==> src/rtl/bfce_pkg.sv <==
package bfce_pkg;

  localparam int unsigned FRAC_BITS  = 24;
  localparam int unsigned SIZE_W     = 21;
  localparam int unsigned HASH_W     = 6;
  localparam int unsigned EST_W      = 24;
  localparam int unsigned MANT_W     = 31;
  localparam int unsigned P_W        = 5;
  localparam int unsigned ACC_W      = 53;
  localparam int unsigned NUM_W      = 27;
  localparam int unsigned LIN_W      = 22;
  localparam int unsigned RATIO_STEPS = FRAC_BITS;
  localparam int unsigned SQ_STEPS    = FRAC_BITS;
  localparam int unsigned HDIV_STEPS  = NUM_W;

  localparam logic [23:0] LN2_Q24 = 24'd11629080;
  localparam logic [EST_W-1:0] EST_MAX = '1;

  typedef struct packed {
    logic                 lin;
    logic                 zero;
    logic                 full;
    logic [HASH_W-1:0]    h;
    logic [SIZE_W-1:0]    rem;
    logic [FRAC_BITS-1:0] quo;
    logic [P_W-1:0]       p;
    logic [MANT_W-1:0]    m;
    logic [FRAC_BITS-1:0] frac;
    logic [ACC_W-1:0]     acc;
    logic [LIN_W-1:0]     lin_num;
    logic [NUM_W-1:0]     num;
    logic [HASH_W-1:0]    hrem;
    logic [NUM_W-1:0]     hq;
  } item_t;

endpackage

==> src/rtl/bfce_div_cell.sv <==
module bfce_div_cell (
  input  logic                           clk_i,
  input  logic                           rst_ni,
  input  logic                           en_i,
  input  logic                           valid_i,
  input  bfce_pkg::item_t                item_i,
  input  logic [bfce_pkg::SIZE_W-1:0]    size_i,
  output logic                           valid_o,
  output bfce_pkg::item_t                item_o
);

  logic            valid_q;
  bfce_pkg::item_t item_q, item_d;
  logic [bfce_pkg::SIZE_W:0] rem2;
  logic            ge;

  always_comb begin
    rem2   = {item_i.rem, 1'b0};
    ge     = rem2 >= {1'b0, size_i};
    item_d = item_i;
    item_d.rem = ge ? bfce_pkg::SIZE_W'(rem2 - {1'b0, size_i})
                    : rem2[bfce_pkg::SIZE_W-1:0];
    item_d.quo = {item_i.quo[bfce_pkg::FRAC_BITS-2:0], ge};
  end

  always_ff @(posedge clk_i or negedge rst_ni) begin
    if (!rst_ni) begin
      valid_q <= 1'b0;
    end else if (en_i) begin
      valid_q <= valid_i;
    end
  end

  always_ff @(posedge clk_i) begin
    if (en_i) begin
      item_q <= item_d;
    end
  end

  assign valid_o = valid_q;
  assign item_o  = item_q;

endmodule

==> config.mk <==
export PLATFORM = sky130hd
export DESIGN_NAME = bfce_div_cell
export DESIGN_NICKNAME = d
export VERILOG_FILES = /design/src/rtl/bfce_pkg.sv /design/src/rtl/bfce_div_cell.sv
export SDC_FILE = /design/constraint.sdc
export NUM_CORES = 1
export LEC_CHECK = 0
export ABC_AREA = 1
export BUFFER_PORTS_ARGS = -buffer_cell sky130_fd_sc_hd__buf_2
export CORE_AREA = 2 2 205 207
export DETAILED_ROUTE_END_ITERATION = 16
export DIE_AREA = 0 0 207 209
export GPL_TIMING_DRIVEN = 1
export PLACE_DENSITY_LB_ADDON = 0.25
export SETUP_SLACK_MARGIN = 0.3
export SYNTH_ARGS = -nofsm -noshare
export SYNTH_HDL_FRONTEND = slang
export SYNTH_SLANG_ARGS = --single-unit
==> constraint.sdc <==
create_clock -name clk_i -period 0.9 [get_ports clk_i]
set_input_delay 0.18 -clock clk_i [delete_from_list [all_inputs] [get_ports clk_i]]
set_output_delay 0.18 -clock clk_i [all_outputs]
set_load 0.05 [all_outputs]
==> results.toml <==
[worst_setup_path]
crit_family = "flip-flops"
cp.arrival_ns = 1.18
worstPathMaxFanout = 1
crit_path_cell_trace = "buf_6"
crit_buf_inv = 1
critPathKind = "reg -> out"
critPathMaxStageDelay_ns = 0.45
worstPathRequired_ns = 0.72
critPathLaunchType = "flip-flop"
worst_path_max_delay_cell = "edfxtp_1"
crit_path_end_kind = "output pin"

[die]
rows = 75
die_area_sq_um = 43300
die_x_um = 207
fp.coreArea_sq_um = 41300
initial_core_util = 0.225
die_h_um = 209
pin_count = 524

[clock_network]
cts_sinks = 250
clock_latency_ns = 0.54
cts_made_buffers = 28
cts_max_path_buffers = 3
cts_tree = "yes"
htree_num_levels = 1
cts_hold_buf = 229
root_buffer = "clkbuf_16"
clk_pin_slew_worst_paths_ns = 0.06

[logic_synthesis]
synth_edf_count = 249
synth_nets = 907
synthCells = 611
synth-compound-area-share = 0.0109
synth-warning-count = 0
synth_adder_area_share = 0.0304
synth_mux_area_frac = 0.00121
synth_xor_area_frac = 0.00847
synth.avg_cell_area_sq_um = 15.2
async_flop_share = 0.00400
ys_types = 28
synth.most_common_cell = "edfxtp_1"
synthSimpleGateAreaFrac = 0.108
synth_top_family_by_area = "simple AND/OR/NAND/NOR gates"
synth.top_cell.area_share = 0.803
synth_seq_cells = 250
synth_common_cells = "edfxtp_1, nand2_1, inv_1, nand3_1, nor2_1"
synth_area_sq_um = 9310
yosysSeqAreaShare = 0.806
synth.area.top_cells = "edfxtp_1, nand2_1, inv_1, ha_1, nand3_1"
yosysTopAreaCell = "edfxtp_1"
synth_ff_type = "edfxtp_1"

[global_routing]
grt_pass1_wl_um = 56400
overflow = 0
grt_usage = 0.173
grt_max_degree = 41
antenna_found_initial = 4
grt_pass1_vias = 8926

[place]
dpl_cell_area_sq_um = 13800
numPortBuffers = 522
routabilityCongestion = 0.825
dp_worst_setup_slack_ns = -1.07
dp_hpwl_um = 28500

[finish]
area_delta_synth_final_pct = 109
drive_above_1_share = 0.556
final_nets = 1817
final_area_sq_um = 19400

[timing]
max_freq_ghz = 0.737
period_minus_slack_ns = 1.36
holdWs_ns = -0.132
hold_viol = 9
slew_headroom = 0.830
worst_pin_slew_ns = 0.253
grt_setup_unrepaired = "true"
finalCritPeriodShare = 1.51
setup_viol = 272
fin_skew_ns = 0
timing.final.ws_setup_ns = -0.457
drv_slew = 0

[status]
violations = "hold timing, setup timing"
status = "complete, but fails checks"

[flow_run]
cap_violations = 0

[detailed_routing]
vias = 8319
drc = 0
routedWlPerCell_um = 18.8
wirelength_um = 39100
vias_per_cell = 4.01
first_pass_iters = 4
detail-route-antenna-nets = 0
drtIter0Drc = 358

[pwr]
powerDensity_nw_per_um2 = 1850
vdd_ir_drop_max_uv = 1150
p_leak_uw = 0.00852

[worst_hold_path]
hold_class = "in -> reg"
[final cells by class]
cell class | count | area (sq um)
fill | 3621 | 21900
timing repair buffer | 884 | 7860
sequential | 250 | 7500
multi-input combinational | 283 | 2160
clock buffer | 31 | 733
tap | 539 | 674
inverter | 74 | 328
clock inverter | 14 | 150
antenna | 1 | 2.50
[through the flow]
stage               utilization  std cells  TNS (ns)  total power [uW]
global placement          0.335       1776    -34.57             22000
CTS                       0.460       2067   -110.71             35900
detailed placement        0.335       1776    -34.49             22000
floorplan                     -        611    -14.66             19100
finish                    0.470       2076   -101.90             35900
global route              0.470       2076   -116.05             37300
[worst paths after layout]
check,start,end,slack (ns),cells past startpoint
worst max-delay path,item_o[20],item_o[20],-0.46,1
worst min-delay path,valid_i,valid_o,-0.13,2
worst max register to register,valid_o,valid_o,0.13,1
worst min register to register,valid_o,valid_o,0.53,1
max in group asynchronous,rst_ni,valid_o,0.31,3
min in group asynchronous,rst_ni,valid_o,0.48,3
[per-layer routing]
layer  GRT usage  up-vias  wire length [um]
met5           0        -                39
met4      0.0796        6              1720
met2       0.321      337             20700
li1            -     3936                 -
met1       0.189     3964             14400
met3      0.0364       76              2210
[state kept, by name (all words and copies together) (netlist names)]
| register | flops |
|---|---|
| item_o | 249 |
| valid_o | 1 |
[repair_timing]
action                                  4_1_cts  5_1_grt
endpoints found under the setup margin      273      277
pin swaps                                    43       49
buffers inserted                             16        8
endpoints found under the hold margin       242        9
gates resized for setup                     586      100
cloned                                        1        0
[cells by family after synthesis]
| family | Yosys count |
|---|---|
| mux | 1 |
| buf+inv | 78 |
| compound gates | 18 |
| simple gates | 233 |
| fa+ha+maj | 22 |
| xor+xnor | 9 |
| flops | 250 |
[power breakdown]
group,switching [uW],internal [uW],total (uW)
logic,5960,4250,10200
clock network,4560,6640,11200
registers,489,14000,14500
[placed cells by master (no fill, tap or decap), types with 7 or more instances in the layout]
master and instances:
buf_12 15, nand3_2 10, inv_1 41, xor2_1 7, inv_4 7, buf_4 116
nand2_2 53, nand3_1 13, inv_2 22, clkbuf_16 29, nor2_4 7, dlygate4sd3_1 226
buf_6 268, ha_4 20, edfxtp_1 249, nand2_1 99, buf_2 248, nor2_1 14
nand2_4 16, buf_8 7
No activity file was read; power rests on OpenSTA's default activity.
