$ cat src/rtl/bfce_pkg.sv
package bfce_pkg;

  localparam int unsigned FRAC_BITS  = 24;
  localparam int unsigned SIZE_W     = 21;
  localparam int unsigned HASH_W     = 6;
  localparam int unsigned EST_W      = 24;
  localparam int unsigned MANT_W     = 31;
  localparam int unsigned P_W        = 5;
  localparam int unsigned ACC_W      = 53;
  localparam int unsigned NUM_W      = 27;
  localparam int unsigned LIN_W      = 22;
  localparam int unsigned RATIO_STEPS = FRAC_BITS;
  localparam int unsigned SQ_STEPS    = FRAC_BITS;
  localparam int unsigned HDIV_STEPS  = NUM_W;

  localparam logic [23:0] LN2_Q24 = 24'd11629080;
  localparam logic [EST_W-1:0] EST_MAX = '1;

  typedef struct packed {
    logic                 lin;
    logic                 zero;
    logic                 full;
    logic [HASH_W-1:0]    h;
    logic [SIZE_W-1:0]    rem;
    logic [FRAC_BITS-1:0] quo;
    logic [P_W-1:0]       p;
    logic [MANT_W-1:0]    m;
    logic [FRAC_BITS-1:0] frac;
    logic [ACC_W-1:0]     acc;
    logic [LIN_W-1:0]     lin_num;
    logic [NUM_W-1:0]     num;
    logic [HASH_W-1:0]    hrem;
    logic [NUM_W-1:0]     hq;
  } item_t;

endpackage

$ cat src/rtl/bfce_sq_cell.sv
module bfce_sq_cell (
  input  logic            clk_i,
  input  logic            rst_ni,
  input  logic            en_i,
  input  logic            valid_i,
  input  bfce_pkg::item_t item_i,
  output logic            valid_o,
  output bfce_pkg::item_t item_o
);

  localparam int unsigned MW = bfce_pkg::MANT_W;

  logic            valid_q;
  bfce_pkg::item_t item_q, item_d;
  logic [2*MW-1:0] prod;
  logic [MW:0]     sq;
  logic            bit_hi;

  always_comb begin
    prod   = (2*MW)'(item_i.m) * (2*MW)'(item_i.m);
    sq     = prod[2*MW-1:MW-1];
    bit_hi = sq[MW];
    item_d = item_i;
    item_d.m    = bit_hi ? sq[MW:1] : sq[MW-1:0];
    item_d.frac = {item_i.frac[bfce_pkg::FRAC_BITS-2:0], bit_hi};
  end

  always_ff @(posedge clk_i or negedge rst_ni) begin
    if (!rst_ni) begin
      valid_q <= 1'b0;
    end else if (en_i) begin
      valid_q <= valid_i;
    end
  end

  always_ff @(posedge clk_i) begin
    if (en_i) begin
      item_q <= item_d;
    end
  end

  assign valid_o = valid_q;
  assign item_o  = item_q;

endmodule

$ cat config.mk
export PLATFORM = sky130hd
export DESIGN_NAME = bfce_sq_cell
export DESIGN_NICKNAME = d
export VERILOG_FILES = /design/src/rtl/bfce_pkg.sv /design/src/rtl/bfce_sq_cell.sv
export SDC_FILE = /design/constraint.sdc
export NUM_CORES = 2
export LEC_CHECK = 0
export BUFFER_PORTS_ARGS = -buffer_cell sky130_fd_sc_hd__buf_2
export CAP_MARGIN = 20
export CORE_MARGIN = 3
export CORE_UTILIZATION = 40
export CTS_BUF_LIST = sky130_fd_sc_hd__clkbuf_16
export DETAILED_ROUTE_END_ITERATION = 8
export SLEW_MARGIN = 20
export SYNTH_ARGS = -nofsm -noshare
export SYNTH_HDL_FRONTEND = slang
export SYNTH_SLANG_ARGS = --single-unit
$ cat constraint.sdc
create_clock -name clk_i -period 1.02 [get_ports clk_i]
set_clock_uncertainty 0.15 [all_clocks]
set_input_delay 0.204 -clock clk_i [delete_from_list [all_inputs] [get_ports clk_i]]
set_output_delay 0.204 -clock clk_i [all_outputs]
set_load 0.005 [all_outputs]
==> results.tsv <==
stage	metric	value	unit
run_status	status	complete, but fails checks	
run_status	violations	setup timing	
clock_network	clk_path_buf_depth	3	
floorplanning	die_area	90800	µm²
logic_synthesis	yosys_warnings	0	
grt	grt.total_usage	0.264	
logic_synthesis	synth_area_leaders	fa_1, edfxtp_1, inv_1, ha_1, and2_1	
clock_network	clock_sinks	250	
timing	period_share	6.91	
flow_run	drv_cap	0	
critical_path	crit_fanout	8	
logic_synthesis	yosys.area.top_type	fa_1	
grt	grt_pass1_wl	180000	µm
timing	slew_viol_final	0	
floorplanning	rows	107	
detailed_routing	first_iter_violations	1733	
logic_synthesis	synth_area	34900	µm²
detailed_routing	routedWlPerCell	21.1	µm
clock_network	insertion_delay	0.52	ns
timing	min_period	7.05	ns
placement	dpl.hpwl	99600	µm
clock_network	cts_buffers	24	
placement	routabilityCongestion	0.953	
logic_synthesis	synth.distinct_cells	61	
floorplanning	fp.dieW	301	µm
detailed_routing	via_per_inst	4.78	
grt	antenna_found_initial	12	
logic_synthesis	avgSynthCellArea	10.8	µm²
clock_network	cts_max_level	1	
floorplanning	start_util	0.407	
logic_synthesis	yosys.area.top_type_share	0.428	
critical_path	crit_type	in -> reg	
layout	layout-drive-gt1-share	0.325	
detailed_routing	routed_wl	119000	µm
grt	grt-ovfl-total	0	
grt	grt_max_degree	47	
detailed_routing	drc	0	
placement	placed_area	43200	µm²
logic_synthesis	syn_inst	3230	
timing	rsz0062_at_grt	yes	
floorplanning	fp.coreArea	85800	µm²
logic_synthesis	synth-seq-cells	250	
placement	port_buffers	501	
clock_network	clk_pin_slew	0.06	ns
clock_network	clockRootBuffer	clkbuf_16	
logic_synthesis	async_flop_share	0.00400	
detailed_routing	ant_nets	0	
critical_path	crit_required	1.15	ns
logic_synthesis	synthFlopType	edfxtp_1	
floorplanning	die_h	301	µm
timing	finalWorstSetupSlack	-6.03	ns
layout	fillers	7317	
timing	worst_pin_slew	0.446	ns
timing	max_freq	0.142	GHz
layout	fin_util	0.566	
layout	final_nets	5742	
critical_path	cp-start-kind	primary input	
timing	hold_violations	0	
layout	finish.instance_area	48500	µm²
logic_synthesis	synth-seq-area-share	0.215	
detailed_routing	vias	26941	
layout	area_growth_syn_to_layout	39.1	%
timing	tns	-312.08	ns
critical_path	arrival	7.18	ns
clock_network	cts_tree	done	
min_path	hold_class	in -> reg	
logic_synthesis	synth-edff-count	249	
critical_path	crit_path_end_kind	flop	
logic_synthesis	synth_nets	4499	
detailed_routing	drtPass1Iterations	6	
grt	grt_pass1_vias	30003	
timing	final-setup-viol-count	332	
floorplanning	ios	503	
timing	timing.slew.headroom	0.699	
[cell families (layout without fill, tap and decap cells)]
group	after synthesis	after routing	synth area share
AO/OA/AOI/OAI	206	206	0.0374
adder cells (fa/ha/maj)	1016	1016	0.525
flip-flops	250	250	0.215
other	0	7	0
XOR/XNOR	58	58	0.0146
AND/OR/NAND/NOR	646	646	0.0883
multiplexers	29	29	0.00911
buffers and inverters	1025	2283	0.111
[Yosys cell counts, drive strengths merged (2+ instances only)]
| cell | count |
|---|---|
| o211ai | 7 |
| nand3 | 14 |
| a221o | 2 |
| and2 | 191 |
| fa | 747 |
| a22oi | 5 |
| o31ai | 6 |
| mux2i | 10 |
| clkbuf | 99 |
| or2 | 7 |
| mux2 | 19 |
| o221ai | 2 |
| a311oi | 4 |
| a21boi | 3 |
| a211oi | 4 |
| a21oi | 79 |
| xor2 | 24 |
| nor3 | 13 |
| edfxtp | 249 |
| a41oi | 2 |
| a31o | 5 |
| a211o | 2 |
| xnor2 | 34 |
| nor2 | 61 |
| nor4 | 5 |
| nor4b | 2 |
| a21o | 15 |
| inv | 917 |
| nand4 | 15 |
| a31oi | 7 |
| nor2b | 8 |
| o21a | 3 |
| buf | 8 |
| o21ai | 40 |
| nand2b | 6 |
| o21bai | 9 |
| nand2 | 315 |
| and3 | 7 |
| ha | 269 |
| a221oi | 5 |
[flip-flops by register name (all words and copies together), names as in the netlist]
| name | count |
|---|---|
| item_o | 249 |
| valid_o | 1 |
[per-stage QoR]
step / cells / setup slack, ns / hold slack (ns)
after detailed placement: 5324 / -7.04 / -0.170
after global placement: 5324 / -6.98 / -0.172
after global routing: 5635 / -6.24 / 0.00681
final: 5639 / -6.03 / 0.0184
after floorplan: 3230 / -6.32 / -0.242
after CTS: 5616 / -5.96 / 0.00143
[layout make-up]
cell class	count	area (µm²)	area share
Antenna cell	7	17.5	0.000361
Clock buffer	24	601	0.0124
Clock inverter	17	113	0.00232
Inverter	918	3460	0.0713
Multi-Input combinational cell	1955	25100	0.516
Sequential cell	250	7500	0.155
Tap cell	1144	1430	0.0295
Timing Repair Buffer	1324	10300	0.213
[final timing paths]
kind	slack (ns)	end	cells after the start	startpoint
hold reg to reg	0.36	valid_o$_DFFE_PN0P_	1	valid_o$_DFFE_PN0P_
setup reg to reg	0.13	valid_o$_DFFE_PN0P_	1	valid_o$_DFFE_PN0P_
setup / recovery	-6.03	item_o[172]$_DFFE_PP_	28	item_i[173]
min in group asynchronous	0.37	valid_o$_DFFE_PN0P_	3	rst_ni
max in group asynchronous	0.24	valid_o$_DFFE_PN0P_	3	rst_ni
hold / removal	0.02	item_o[158]$_DFFE_PP_	2	en_i
[timing repair]
action | CTS | global route
pin swaps | 141 | 101
gates cloned | 3 | 2
hold endpoints to repair | 222 | 3
setup buffers | 31 | 16
endpoints found under the setup margin | 282 | 332
resized for setup | 310 | 225
hold buffers | 221 | 1
[layout by cell type (no fill, tap or decap), drive strengths merged, types with 40 or more instances in the layout]
master / synthesis / routed
a21oi: 79 / 79
and2: 191 / 191
buf: 8 / 1099
dlygate4sd3: 0 / 221
edfxtp: 249 / 249
fa: 747 / 747
ha: 269 / 269
inv: 917 / 926
nand2: 315 / 315
nor2: 61 / 61
o21ai: 40 / 40
[metal layers]
layer  vias up  track usage  wire, µm
li1      12168            -         -
met1     13643        0.323     45700
met2       898        0.454     59200
met3       220       0.0652      8690
met4        12       0.0856      5070
met5         -       0.0211       347
[worst max-delay path: stages]
cell and delay, ns:
buf_12 0.10, buf_12 0.14, buf_8 0.13, buf_4 0.10, nand2_1 0.06, fa_1 0.52, inv_2 0.05, fa_1 0.50
inv_1 0.06, fa_2 0.60, fa_1 0.43, inv_2 0.08, fa_1 0.43, fa_1 0.55, fa_2 0.46, fa_2 0.57
ha_4 0.22, buf_4 0.14, nor3_2 0.25, o31ai_4 0.11, o311ai_4 0.08, o21ai_1 0.10, or2_4 0.30, a41oi_4 0.26
nand2_8 0.12, buf_12 0.17, buf_12 0.13, mux2_4 0.28
Power is not shown: default switching activity piles up to over one toggle a cycle in this logic, so the estimate is an artifact.
