## src/rtl/bfce_pkg.sv

```systemverilog
package bfce_pkg;

  localparam int unsigned FRAC_BITS  = 24;
  localparam int unsigned SIZE_W     = 21;
  localparam int unsigned HASH_W     = 6;
  localparam int unsigned EST_W      = 24;
  localparam int unsigned MANT_W     = 31;
  localparam int unsigned P_W        = 5;
  localparam int unsigned ACC_W      = 53;
  localparam int unsigned NUM_W      = 27;
  localparam int unsigned LIN_W      = 22;
  localparam int unsigned RATIO_STEPS = FRAC_BITS;
  localparam int unsigned SQ_STEPS    = FRAC_BITS;
  localparam int unsigned HDIV_STEPS  = NUM_W;

  localparam logic [23:0] LN2_Q24 = 24'd11629080;
  localparam logic [EST_W-1:0] EST_MAX = '1;

  typedef struct packed {
    logic                 lin;
    logic                 zero;
    logic                 full;
    logic [HASH_W-1:0]    h;
    logic [SIZE_W-1:0]    rem;
    logic [FRAC_BITS-1:0] quo;
    logic [P_W-1:0]       p;
    logic [MANT_W-1:0]    m;
    logic [FRAC_BITS-1:0] frac;
    logic [ACC_W-1:0]     acc;
    logic [LIN_W-1:0]     lin_num;
    logic [NUM_W-1:0]     num;
    logic [HASH_W-1:0]    hrem;
    logic [NUM_W-1:0]     hq;
  } item_t;

endpackage

```

## src/rtl/bfce_hdiv_cell.sv

```systemverilog
module bfce_hdiv_cell (
  input  logic            clk_i,
  input  logic            rst_ni,
  input  logic            en_i,
  input  logic            valid_i,
  input  bfce_pkg::item_t item_i,
  output logic            valid_o,
  output bfce_pkg::item_t item_o
);

  localparam int unsigned HW = bfce_pkg::HASH_W;
  localparam int unsigned NW = bfce_pkg::NUM_W;

  logic            valid_q;
  bfce_pkg::item_t item_q, item_d;
  logic [HW:0]     rem2;
  logic            ge;

  always_comb begin
    rem2   = {item_i.hrem, item_i.num[NW-1]};
    ge     = rem2 >= {1'b0, item_i.h};
    item_d = item_i;
    item_d.hrem = ge ? HW'(rem2 - {1'b0, item_i.h}) : rem2[HW-1:0];
    item_d.num  = {item_i.num[NW-2:0], 1'b0};
    item_d.hq   = {item_i.hq[NW-2:0], ge};
  end

  always_ff @(posedge clk_i or negedge rst_ni) begin
    if (!rst_ni) begin
      valid_q <= 1'b0;
    end else if (en_i) begin
      valid_q <= valid_i;
    end
  end

  always_ff @(posedge clk_i) begin
    if (en_i) begin
      item_q <= item_d;
    end
  end

  assign valid_o = valid_q;
  assign item_o  = item_q;

endmodule

```

## config.mk

```make
export PLATFORM = sky130hd
export DESIGN_NAME = bfce_hdiv_cell
export DESIGN_NICKNAME = d
export VERILOG_FILES = /design/src/rtl/bfce_pkg.sv /design/src/rtl/bfce_hdiv_cell.sv
export SDC_FILE = /design/constraint.sdc
export NUM_CORES = 1
export LEC_CHECK = 0
export BUFFER_PORTS_ARGS = -buffer_cell sky130_fd_sc_hd__buf_2
export CAP_MARGIN = 20
export CORE_AREA = 4 4 192 194
export CTS_BUF_LIST = sky130_fd_sc_hd__clkbuf_8
export DETAILED_ROUTE_END_ITERATION = 6
export DIE_AREA = 0 0 196 198
export SLEW_MARGIN = 40
export SYNTH_ARGS = -nofsm -noshare
export SYNTH_HDL_FRONTEND = slang
export SYNTH_SLANG_ARGS = --single-unit
```

## constraint.sdc

```tcl
create_clock -name clk_i -period 2.01 [get_ports clk_i]
set_clock_uncertainty 0.2 [all_clocks]
set_input_delay 0.201 -clock clk_i [delete_from_list [all_inputs] [get_ports clk_i]]
set_output_delay 0.201 -clock clk_i [all_outputs]
set_load 0.05 [all_outputs]
```

==> metrics.txt, run 1 <==
# TYPE chip_impl_metric gauge
chip_impl_info{name="run_status",value="finished, violations left"} 1
chip_impl_info{name="failing_checks",value="hold timing, setup timing"} 1
chip_impl_metric{name="post_synth_mux_area_share",unit="%"} 0.969
chip_impl_metric{name="design.die.area",unit="mm²"} 0.0388
chip_impl_metric{name="netSwitchingPower",unit="µW"} 4240
chip_impl_metric{name="fill_cells",unit=""} 3181
chip_impl_metric{name="synthSimpleGateAreaFrac",unit="%"} 0.556
chip_impl_metric{name="area_fraction_in_compound_gates_after_synthesis",unit="%"} 1.40
chip_impl_metric{name="synth.lib_cells_used.distinct",unit=""} 26
chip_impl_metric{name="postPlaceCellArea",unit="mm²"} 0.0113
chip_impl_metric{name="fin_crit",unit="ns"} 2.01
chip_impl_metric{name="wire_per_inst",unit="µm"} 18.1
chip_impl_metric{name="relative_contribution_of_sequential_cells_to_total_power",unit="%"} 44.6
chip_impl_info{name="clk_root_buffer_cell",value="clkbuf_8"} 1
chip_impl_metric{name="finalSetupViolations",unit=""} 3
chip_impl_metric{name="area.growth.synth_to_final",unit="%"} 86.6
chip_impl_metric{name="r2r_setup_slack",unit="ns"} 1.04
chip_impl_info{name="unrepaired_setup_endpoints_after_global_routing",value="true"} 1
chip_impl_metric{name="postSynthNetCount",unit=""} 558
chip_impl_metric{name="nNetsFinal",unit=""} 1374
chip_impl_metric{name="synth_sequential_area_ratio",unit="%"} 94.9
chip_impl_metric{name="timing.max_cap.violations",unit=""} 0
chip_impl_info{name="critPathCaptureType",value="flip-flop"} 1
chip_impl_metric{name="cts_buffer_depth",unit=""} 3
chip_impl_metric{name="first_global_vias",unit=""} 6963
chip_impl_info{name="tritoncts",value="built"} 1
chip_impl_metric{name="die_x",unit="µm"} 196
chip_impl_metric{name="hold_path_depth",unit=""} 1
chip_impl_metric{name="drtPass1Iterations",unit=""} 6
chip_impl_metric{name="post-route-worst-setup-slack",unit="ns"} -0.00332
chip_impl_metric{name="gr-usage-all-layers",unit="%"} 14.2
chip_impl_metric{name="antennaDiodeCount",unit=""} 0
chip_impl_metric{name="first_iter_violations",unit=""} 182
chip_impl_metric{name="p_leak",unit="µW"} 0.00628
chip_impl_metric{name="postRouteWirelength",unit="µm"} 29100
chip_impl_metric{name="crit_required",unit="ns"} 2.11
chip_impl_metric{name="pwr-share-clk",unit="%"} 34.9
chip_impl_metric{name="ios",unit=""} 503
chip_impl_metric{name="yosys.area_share.adder",unit="%"} 1.37
chip_impl_metric{name="maxClockFrequency",unit="GHz"} 0.497
chip_impl_metric{name="sw_frac_of_total",unit="%"} 29.9
chip_impl_info{name="timing.critical_path.from_type",value="primary input"} 1
chip_impl_metric{name="slew_viol_final",unit=""} 0
chip_impl_metric{name="grt_antenna_before_repair",unit=""} 1
chip_impl_metric{name="num_cts_buffers",unit=""} 44
chip_impl_metric{name="ir_drop",unit="V"} 0.000706
chip_impl_metric{name="finalInstanceArea",unit="mm²"} 0.0147
chip_impl_metric{name="drive_above_1_share",unit="%"} 52.3
chip_impl_metric{name="ys_seq_elements",unit=""} 249
chip_impl_metric{name="cts_hold_buffers",unit=""} 250
chip_impl_metric{name="place.detailed.hpwl",unit="µm"} 20100
chip_impl_metric{name="cp_data_arrival_time",unit="ns"} 2.12
chip_impl_metric{name="remaining_antenna_violation_count_after_routing",unit=""} 0
chip_impl_metric{name="power_density_over_cell_area",unit="mW/mm²"} 964
chip_impl_info{name="combinational_family_with_the_most_area_after_synthesis",value="compound AO/OA/AOI/OAI gates"} 1
chip_impl_metric{name="die-height",unit="µm"} 198
chip_impl_metric{name="core",unit="mm²"} 0.0352
chip_impl_metric{name="hold_viol_final",unit=""} 2
chip_impl_metric{name="syn_area",unit="mm²"} 0.00788
chip_impl_metric{name="critical_path.max_fanout",unit=""} 5
chip_impl_metric{name="post_synth_inst_count",unit=""} 297
chip_impl_metric{name="cts.sink_count",unit=""} 249
chip_impl_metric{name="drt_drc_violations_left",unit=""} 0
chip_impl_metric{name="instances_no_fill",unit=""} 1606
chip_impl_metric{name="place_congestion",unit=""} 0.858
chip_impl_metric{name="synth_warnings",unit=""} 0
chip_impl_info{name="mostFrequentLayoutCell",value="buf_2"} 1
chip_impl_metric{name="fp-row-count",unit=""} 69
chip_impl_info{name="hold_path.class",value="in -> reg"} 1
chip_impl_metric{name="ctsHtreeMaxLevel",unit=""} 2
chip_impl_metric{name="combPwrFrac",unit="%"} 20.5
chip_impl_metric{name="finalHoldWorstSlack",unit="ns"} -0.278
chip_impl_metric{name="synth-xor-area-share",unit="%"} 0.222
chip_impl_info{name="critical_path_class",value="in -> reg"} 1
chip_impl_metric{name="routed_via_density",unit=""} 3.85
chip_impl_metric{name="dpl.cell_count",unit=""} 1278
chip_impl_metric{name="largest_net_degree_at_the_start_of_global_routing",unit=""} 73
chip_impl_metric{name="clk_lat_worst_skew",unit="ns"} 0.55
chip_impl_info{name="layout_common_cells",value="499 x buf_2, 250 x dlygate4sd3_1, 248 x edfxtp_1, 45 x clkbuf_8"} 1
chip_impl_metric{name="final.period_utilization",unit="%"} 100
chip_impl_metric{name="port-buffer-count",unit=""} 500
chip_impl_metric{name="gr-total-overflow",unit=""} 0
chip_impl_metric{name="syn_avg_cell_area",unit="µm²"} 26.5
chip_impl_metric{name="grt_first_pass_wirelength",unit="µm"} 41400
chip_impl_metric{name="routed-via-count",unit=""} 6176
chip_impl_metric{name="rr_worst_depth",unit=""} 1
chip_impl_metric{name="start_util",unit="%"} 22.4
chip_impl_metric{name="internal_power",unit="µW"} 9940
chip_impl_metric{name="cts.clk_slew.worst_paths",unit="ns"} 0.06
==> layer usage <==
metal  track usage (%)  vias up  share of wire [%]
li1                  -     2837                  -
met1              14.6     2887                 35
met2              25.4      385                 51
met3              6.23       65                 11
met4              5.92        2                3.7
met5                 0        -              0.041
==> path summary, 6_finish.rpt <==
path,from,end
max in group asynchronous,rst_ni,valid_o
worst min register to register,valid_o,valid_o
worst max-delay path,item_i[242],item_o[31]
worst min-delay path,item_i[240],item_o[240]
worst max register to register,valid_o,valid_o
min in group asynchronous,rst_ni,valid_o
==> worst max-delay path: stages <==
cell and delay [ns]:
dlygate4sd3_1 0.54, buf_2 0.14, inv_2 0.07, ha_4 0.20, o211ai_1 0.19, o21ai_2 0.09, a211oi_4 0.22, buf_6 0.16
mux2_4 0.29
==> synth_stat cells <==
cell | n | area (µm²)
ha_1 | 7 | 87.6
a211oi_2 | 1 | 12.5
o31a_2 | 1 | 10.0
edfxtp_1 | 248 | 7450
o21ai_0 | 1 | 5.00
mux2_2 | 5 | 56.3
a21oi_1 | 3 | 15.0
and2b_2 | 1 | 8.76
buf_4 | 1 | 7.51
nor4_1 | 1 | 6.26
nor2b_1 | 1 | 6.26
nor2_1 | 1 | 3.75
a21o_1 | 1 | 7.51
nor3_1 | 1 | 5.00
mux2i_1 | 2 | 20.0
nand2b_4 | 1 | 13.8
dfrtp_1 | 1 | 25.0
o211ai_1 | 1 | 7.51
a311o_1 | 2 | 20.0
xnor2_1 | 2 | 17.5
o21a_1 | 1 | 7.51
conb_1 | 1 | 3.75
o21ai_1 | 1 | 5.00
inv_1 | 10 | 37.5
fa_1 | 1 | 20.0
a211oi_4 | 1 | 20.0
==> through the flow <==
stage	TNS, ns	util (%)	hold slack [ns]	setup slack, ns	total power [µW]
finish	-0.00775	41.7	-0.278	-0.00332	14200
floorplan	-0.0189	-	-0.295	-0.00473	8010
CTS	0	41.6	-0.359	0.0214	14400
global placement	-0.856	31.9	-0.223	-0.168	8900
global route	-0.0582	41.7	-0.340	-0.0279	14800
detailed placement	-0.990	31.9	-0.221	-0.186	8920
==> cell type report <==
class                   instances  area (µm²)  area share (%)
well taps                     461         577            3.93
repair buffers                771        5240            35.6
multi-input cells              37         444            3.02
inverters                      10        50.0           0.341
clock buffers                  45         619            4.21
clock inverters                33         294            2.00
flip-flops and latches        249        7470            50.8
==> registers in the layout (all words and copies together), names as in the netlist <==
register,count
item_o,248
valid_o,1
==> cells by family (layout without fill, tap and decap cells) <==
group,count (synthesis),after routing
flops,249,249
mux,7,7
other cells,1,1
fa+ha+maj,8,8
xor+xnor,2,2
simple gates,6,6
buf+inv,11,859
compound gates,13,13
==> power groups by stage <==
stage,Combinational (µW),Sequential [µW],Clock (µW)
2_1_floorplan,131,7880,0
3_3_place_gp,2480,6410,0
3_5_place_dp,2500,6430,0
4_1_cts,2890,6320,5160
5_1_grt,3010,6360,5380
6_report,2900,6320,4950
==> repair_timing <==
item	4_1_cts	5_1_grt
hold endpoints to repair	378	2
endpoints found under the setup margin	0	6
gates resized for setup	0	5
buffers inserted	0	0
No activity file was read; power rests on OpenSTA's default activity.
==> run 2: changes to the inputs <==
--- a/config.mk
+++ b/config.mk
@@ -5,12 +5,15 @@
 export SDC_FILE = /design/constraint.sdc
 export NUM_CORES = 1
 export LEC_CHECK = 0
+export ABC_AREA = 1
 export BUFFER_PORTS_ARGS = -buffer_cell sky130_fd_sc_hd__buf_2
 export CAP_MARGIN = 20
-export CORE_AREA = 4 4 192 194
+export CORE_AREA = 4 4 193 195
 export CTS_BUF_LIST = sky130_fd_sc_hd__clkbuf_8
+export CTS_CLUSTER_SIZE = 14
 export DETAILED_ROUTE_END_ITERATION = 6
-export DIE_AREA = 0 0 196 198
+export DIE_AREA = 0 0 197 199
+export MAX_ROUTING_LAYER = met4
 export SLEW_MARGIN = 40
 export SYNTH_ARGS = -nofsm -noshare
 export SYNTH_HDL_FRONTEND = slang
==> metrics.txt, run 2 <==
# TYPE chip_impl_metric gauge
chip_impl_metric{name="nNetsFinal",unit=""} 1389
chip_impl_metric{name="synth.top_cell.area_share",unit="%"} 94.0
chip_impl_metric{name="ios",unit=""} 503
chip_impl_metric{name="num_cts_buffers",unit=""} 44
chip_impl_metric{name="fin_util",unit="%"} 40.7
chip_impl_metric{name="pwr-share-clk",unit="%"} 31.8
chip_impl_metric{name="slew_viol_final",unit=""} 0
chip_impl_metric{name="cts_repair_resized_insts",unit=""} 0
chip_impl_metric{name="post_synth_inst_count",unit=""} 324
chip_impl_info{name="netlist_top_cells_area",value="edfxtp_1 94%, ha_1 1.1%, nand2_1 1.0%"} 1
chip_impl_info{name="reg2reg_to",value="valid_o"} 1
chip_impl_metric{name="fin_crit",unit="ns"} 1.82
chip_impl_info{name="timing.critical_path.from_type",value="primary input"} 1
chip_impl_metric{name="hold_path_depth",unit=""} 2
chip_impl_metric{name="number_of_setup_buffers_added_after_cts",unit=""} 0
chip_impl_info{name="layout_common_cells",value="499 x buf_2, 253 x dlygate4sd3_1, 248 x edfxtp_1, 45 x clkbuf_8"} 1
chip_impl_metric{name="remaining_antenna_violation_count_after_routing",unit=""} 0
chip_impl_metric{name="grt_first_pass_wirelength",unit="µm"} 38900
chip_impl_metric{name="area.growth.synth_to_final",unit="%"} 82.0
chip_impl_metric{name="cts_buffer_depth",unit=""} 3
chip_impl_metric{name="synth_sequential_area_ratio",unit="%"} 94.3
chip_impl_metric{name="largest_net_degree_at_the_start_of_global_routing",unit=""} 65
chip_impl_metric{name="final.period_utilization",unit="%"} 90.7
chip_impl_metric{name="relative_contribution_of_sequential_cells_to_total_power",unit="%"} 47.1
chip_impl_metric{name="finalSetupTns",unit="ns"} 0
chip_impl_metric{name="place.detailed.hpwl",unit="µm"} 19500
chip_impl_metric{name="ys_seq_elements",unit=""} 249
chip_impl_metric{name="power_density_over_cell_area",unit="mW/mm²"} 928
chip_impl_metric{name="rr_worst_depth",unit=""} 2
chip_impl_metric{name="core",unit="mm²"} 0.0354
chip_impl_metric{name="post-route-worst-setup-slack",unit="ns"} 0.186
chip_impl_info{name="yosys-top-cells-count",value="248 x edfxtp_1, 22 x nand2_1, 16 x inv_1"} 1
chip_impl_info{name="worst_r2r_startpoint",value="valid_o"} 1
chip_impl_info{name="tritoncts",value="built"} 1
chip_impl_metric{name="timing.max_cap.violations",unit=""} 0
chip_impl_metric{name="ctsHtreeMaxLevel",unit=""} 2
chip_impl_metric{name="grt_antenna_before_repair",unit=""} 3
chip_impl_metric{name="first_iter_violations",unit=""} 249
chip_impl_metric{name="finalHoldWorstSlack",unit="ns"} 0.143
chip_impl_metric{name="p_leak",unit="µW"} 0.00620
chip_impl_info{name="unrepaired_setup_endpoints_after_global_routing",value="false"} 1
chip_impl_info{name="postSynth.topFlopCell",value="edfxtp_1"} 1
chip_impl_metric{name="dpl_worst_slack",unit="ns"} 0.161
chip_impl_metric{name="cts.sink_count",unit=""} 249
chip_impl_metric{name="gr-usage-all-layers",unit="%"} 13.6
chip_impl_info{name="post-synth-top-count-cell",value="edfxtp_1"} 1
chip_impl_metric{name="largest_register_ffs",unit=""} 248
chip_impl_metric{name="start_util",unit="%"} 22.4
chip_impl_metric{name="netSwitchingPower",unit="µW"} 4160
chip_impl_metric{name="routed_via_density",unit=""} 3.76
chip_impl_metric{name="syn_area",unit="mm²"} 0.00792
chip_impl_metric{name="sw_frac_of_total",unit="%"} 31.1
chip_impl_metric{name="port-buffer-count",unit=""} 500
chip_impl_info{name="run_status",value="complete, no violations"} 1
chip_impl_info{name="timing.hold.worst_endpoint",value="item_o[15]"} 1
chip_impl_metric{name="drt_drc_violations_left",unit=""} 0
chip_impl_metric{name="syn_avg_cell_area",unit="µm²"} 24.4
chip_impl_metric{name="routed-via-count",unit=""} 6098
chip_impl_metric{name="drive_above_1_share",unit="%"} 49.1
chip_impl_metric{name="postSynthNetCount",unit=""} 585
chip_impl_metric{name="wire_per_inst",unit="µm"} 17.2
chip_impl_info{name="mostFrequentLayoutCell",value="buf_2"} 1
chip_impl_metric{name="clk_lat_worst_skew",unit="ns"} 0.55
chip_impl_info{name="synth.largest_area_cell",value="edfxtp_1"} 1
chip_impl_metric{name="synth.lib_cells_used.distinct",unit=""} 24
chip_impl_metric{name="design.die.area",unit="mm²"} 0.0392
chip_impl_metric{name="hold_viol_final",unit=""} 0
chip_impl_metric{name="r2r_setup_slack",unit="ns"} 0.51
chip_impl_metric{name="combPwrFrac",unit="%"} 21.1
chip_impl_metric{name="cts_hold_buffers",unit=""} 253
chip_impl_metric{name="fp-row-count",unit=""} 69
chip_impl_metric{name="cts.clk_slew.worst_paths",unit="ns"} 0.06
chip_impl_metric{name="crit_required",unit="ns"} 2.11
chip_impl_metric{name="async_set_or_reset_register_ratio_after_synthesis",unit="%"} 0.402
chip_impl_info{name="clk_root_buffer_cell",value="clkbuf_8"} 1
chip_impl_info{name="hold_path.class",value="in -> reg"} 1
chip_impl_metric{name="internal_power",unit="µW"} 9220
chip_impl_metric{name="critical_path.max_fanout",unit=""} 3
chip_impl_metric{name="die-height",unit="µm"} 199
chip_impl_info{name="critPathCaptureType",value="flip-flop"} 1
chip_impl_metric{name="die_x",unit="µm"} 197
chip_impl_metric{name="first_global_vias",unit=""} 6778
chip_impl_metric{name="maxClockFrequency",unit="GHz"} 0.548
chip_impl_metric{name="cp_data_arrival_time",unit="ns"} 1.93
chip_impl_metric{name="fill_cells",unit=""} 3271
chip_impl_metric{name="synth-edff-count",unit=""} 248
chip_impl_metric{name="ir_drop",unit="V"} 0.000578
chip_impl_metric{name="postRouteWirelength",unit="µm"} 27800
chip_impl_metric{name="gr-total-overflow",unit=""} 0
chip_impl_metric{name="drtPass1Iterations",unit=""} 4
chip_impl_info{name="hold_start",value="item_i[14]"} 1
chip_impl_metric{name="synth_warnings",unit=""} 0
chip_impl_metric{name="place_congestion",unit=""} 0.833
chip_impl_info{name="critical_path_class",value="in -> reg"} 1
chip_impl_metric{name="finalSetupViolations",unit=""} 0
## run 2: cell count changes after synthesis, moves of 4 or more
cell     change
mux2_2       -4
nand2_1     +22
inv_1        +6
nand3_1      +6
## run 2: worst max path at each step
| stage | end | start |
|---|---|---|
| floorplan | item_o[31] | item_i[59] |
| global placement | item_o[31] | item_i[59] |
| detailed placement | item_o[31] | item_i[59] |
| CTS | item_o[31] | item_i[59] |
| global route | item_o[32] | item_i[28] |
| finish | item_o[31] | item_i[240] |
## run 2: layout make-up
cell class | instances | area [µm²] | share of cell area [%]
multi-input cells | 58 | 380 | 2.64
clock buffers | 45 | 619 | 4.30
inverters | 16 | 60.1 | 0.417
flip-flops and latches | 249 | 7470 | 51.8
well taps | 461 | 577 | 4.00
clock inverters | 31 | 161 | 1.12
repair buffers | 759 | 5140 | 35.7
diodes | 3 | 7.51 | 0.0521
## run 2: per-stage QoR
step	total power [µW]	area [µm²]	cells
CTS	13600	14400	1619
floorplan	7990	7920	324
global placement	8820	11100	1290
global route	14000	14400	1622
detailed placement	8850	11100	1290
finish	13400	14400	1622
## run 2: critical path: stages
cell and delay [ns]:
dlygate4sd3_1 0.56, buf_2 0.15, ha_1 0.19, fa_1 0.40
nand3b_1 0.17, nand2_1 0.09, xor2_1 0.06, nand2_1 0.06
nand2_1 0.05
## run 2: per-layer routing
| layer | track usage [%] | vias to the layer above | wire [µm] |
|---|---|---|---|
| met5 | - | - | 0 |
| met4 | 4.65 | 0 | 707 |
| met3 | 5.13 | 56 | 2450 |
| met1 | 14.6 | 2854 | 10300 |
| met2 | 23.4 | 312 | 14300 |
| li1 | - | 2876 | - |
## run 2: power by group through the flow
stage                     Sequential [µW]  Combinational (µW)  Clock, µW
after floorplan                      7880                 106          0
after global placement               6390                2430          0
after detailed placement             6410                2440          0
after CTS                            6310                2840       4480
after global routing                 6340                2950       4710
final                                6310                2830       4250
## run 2: cell families after synthesis
family	after synthesis	share of synthesized area, %
DFF	249	94.3
and+or+nand+nor	41	2.62
buffers and inverters	17	0.853
adders and majority gates	8	1.36
AOI/OAI and AO/OA	4	0.300
xor gates and xnor gates	3	0.332
other	1	0.0473
muxes	1	0.142
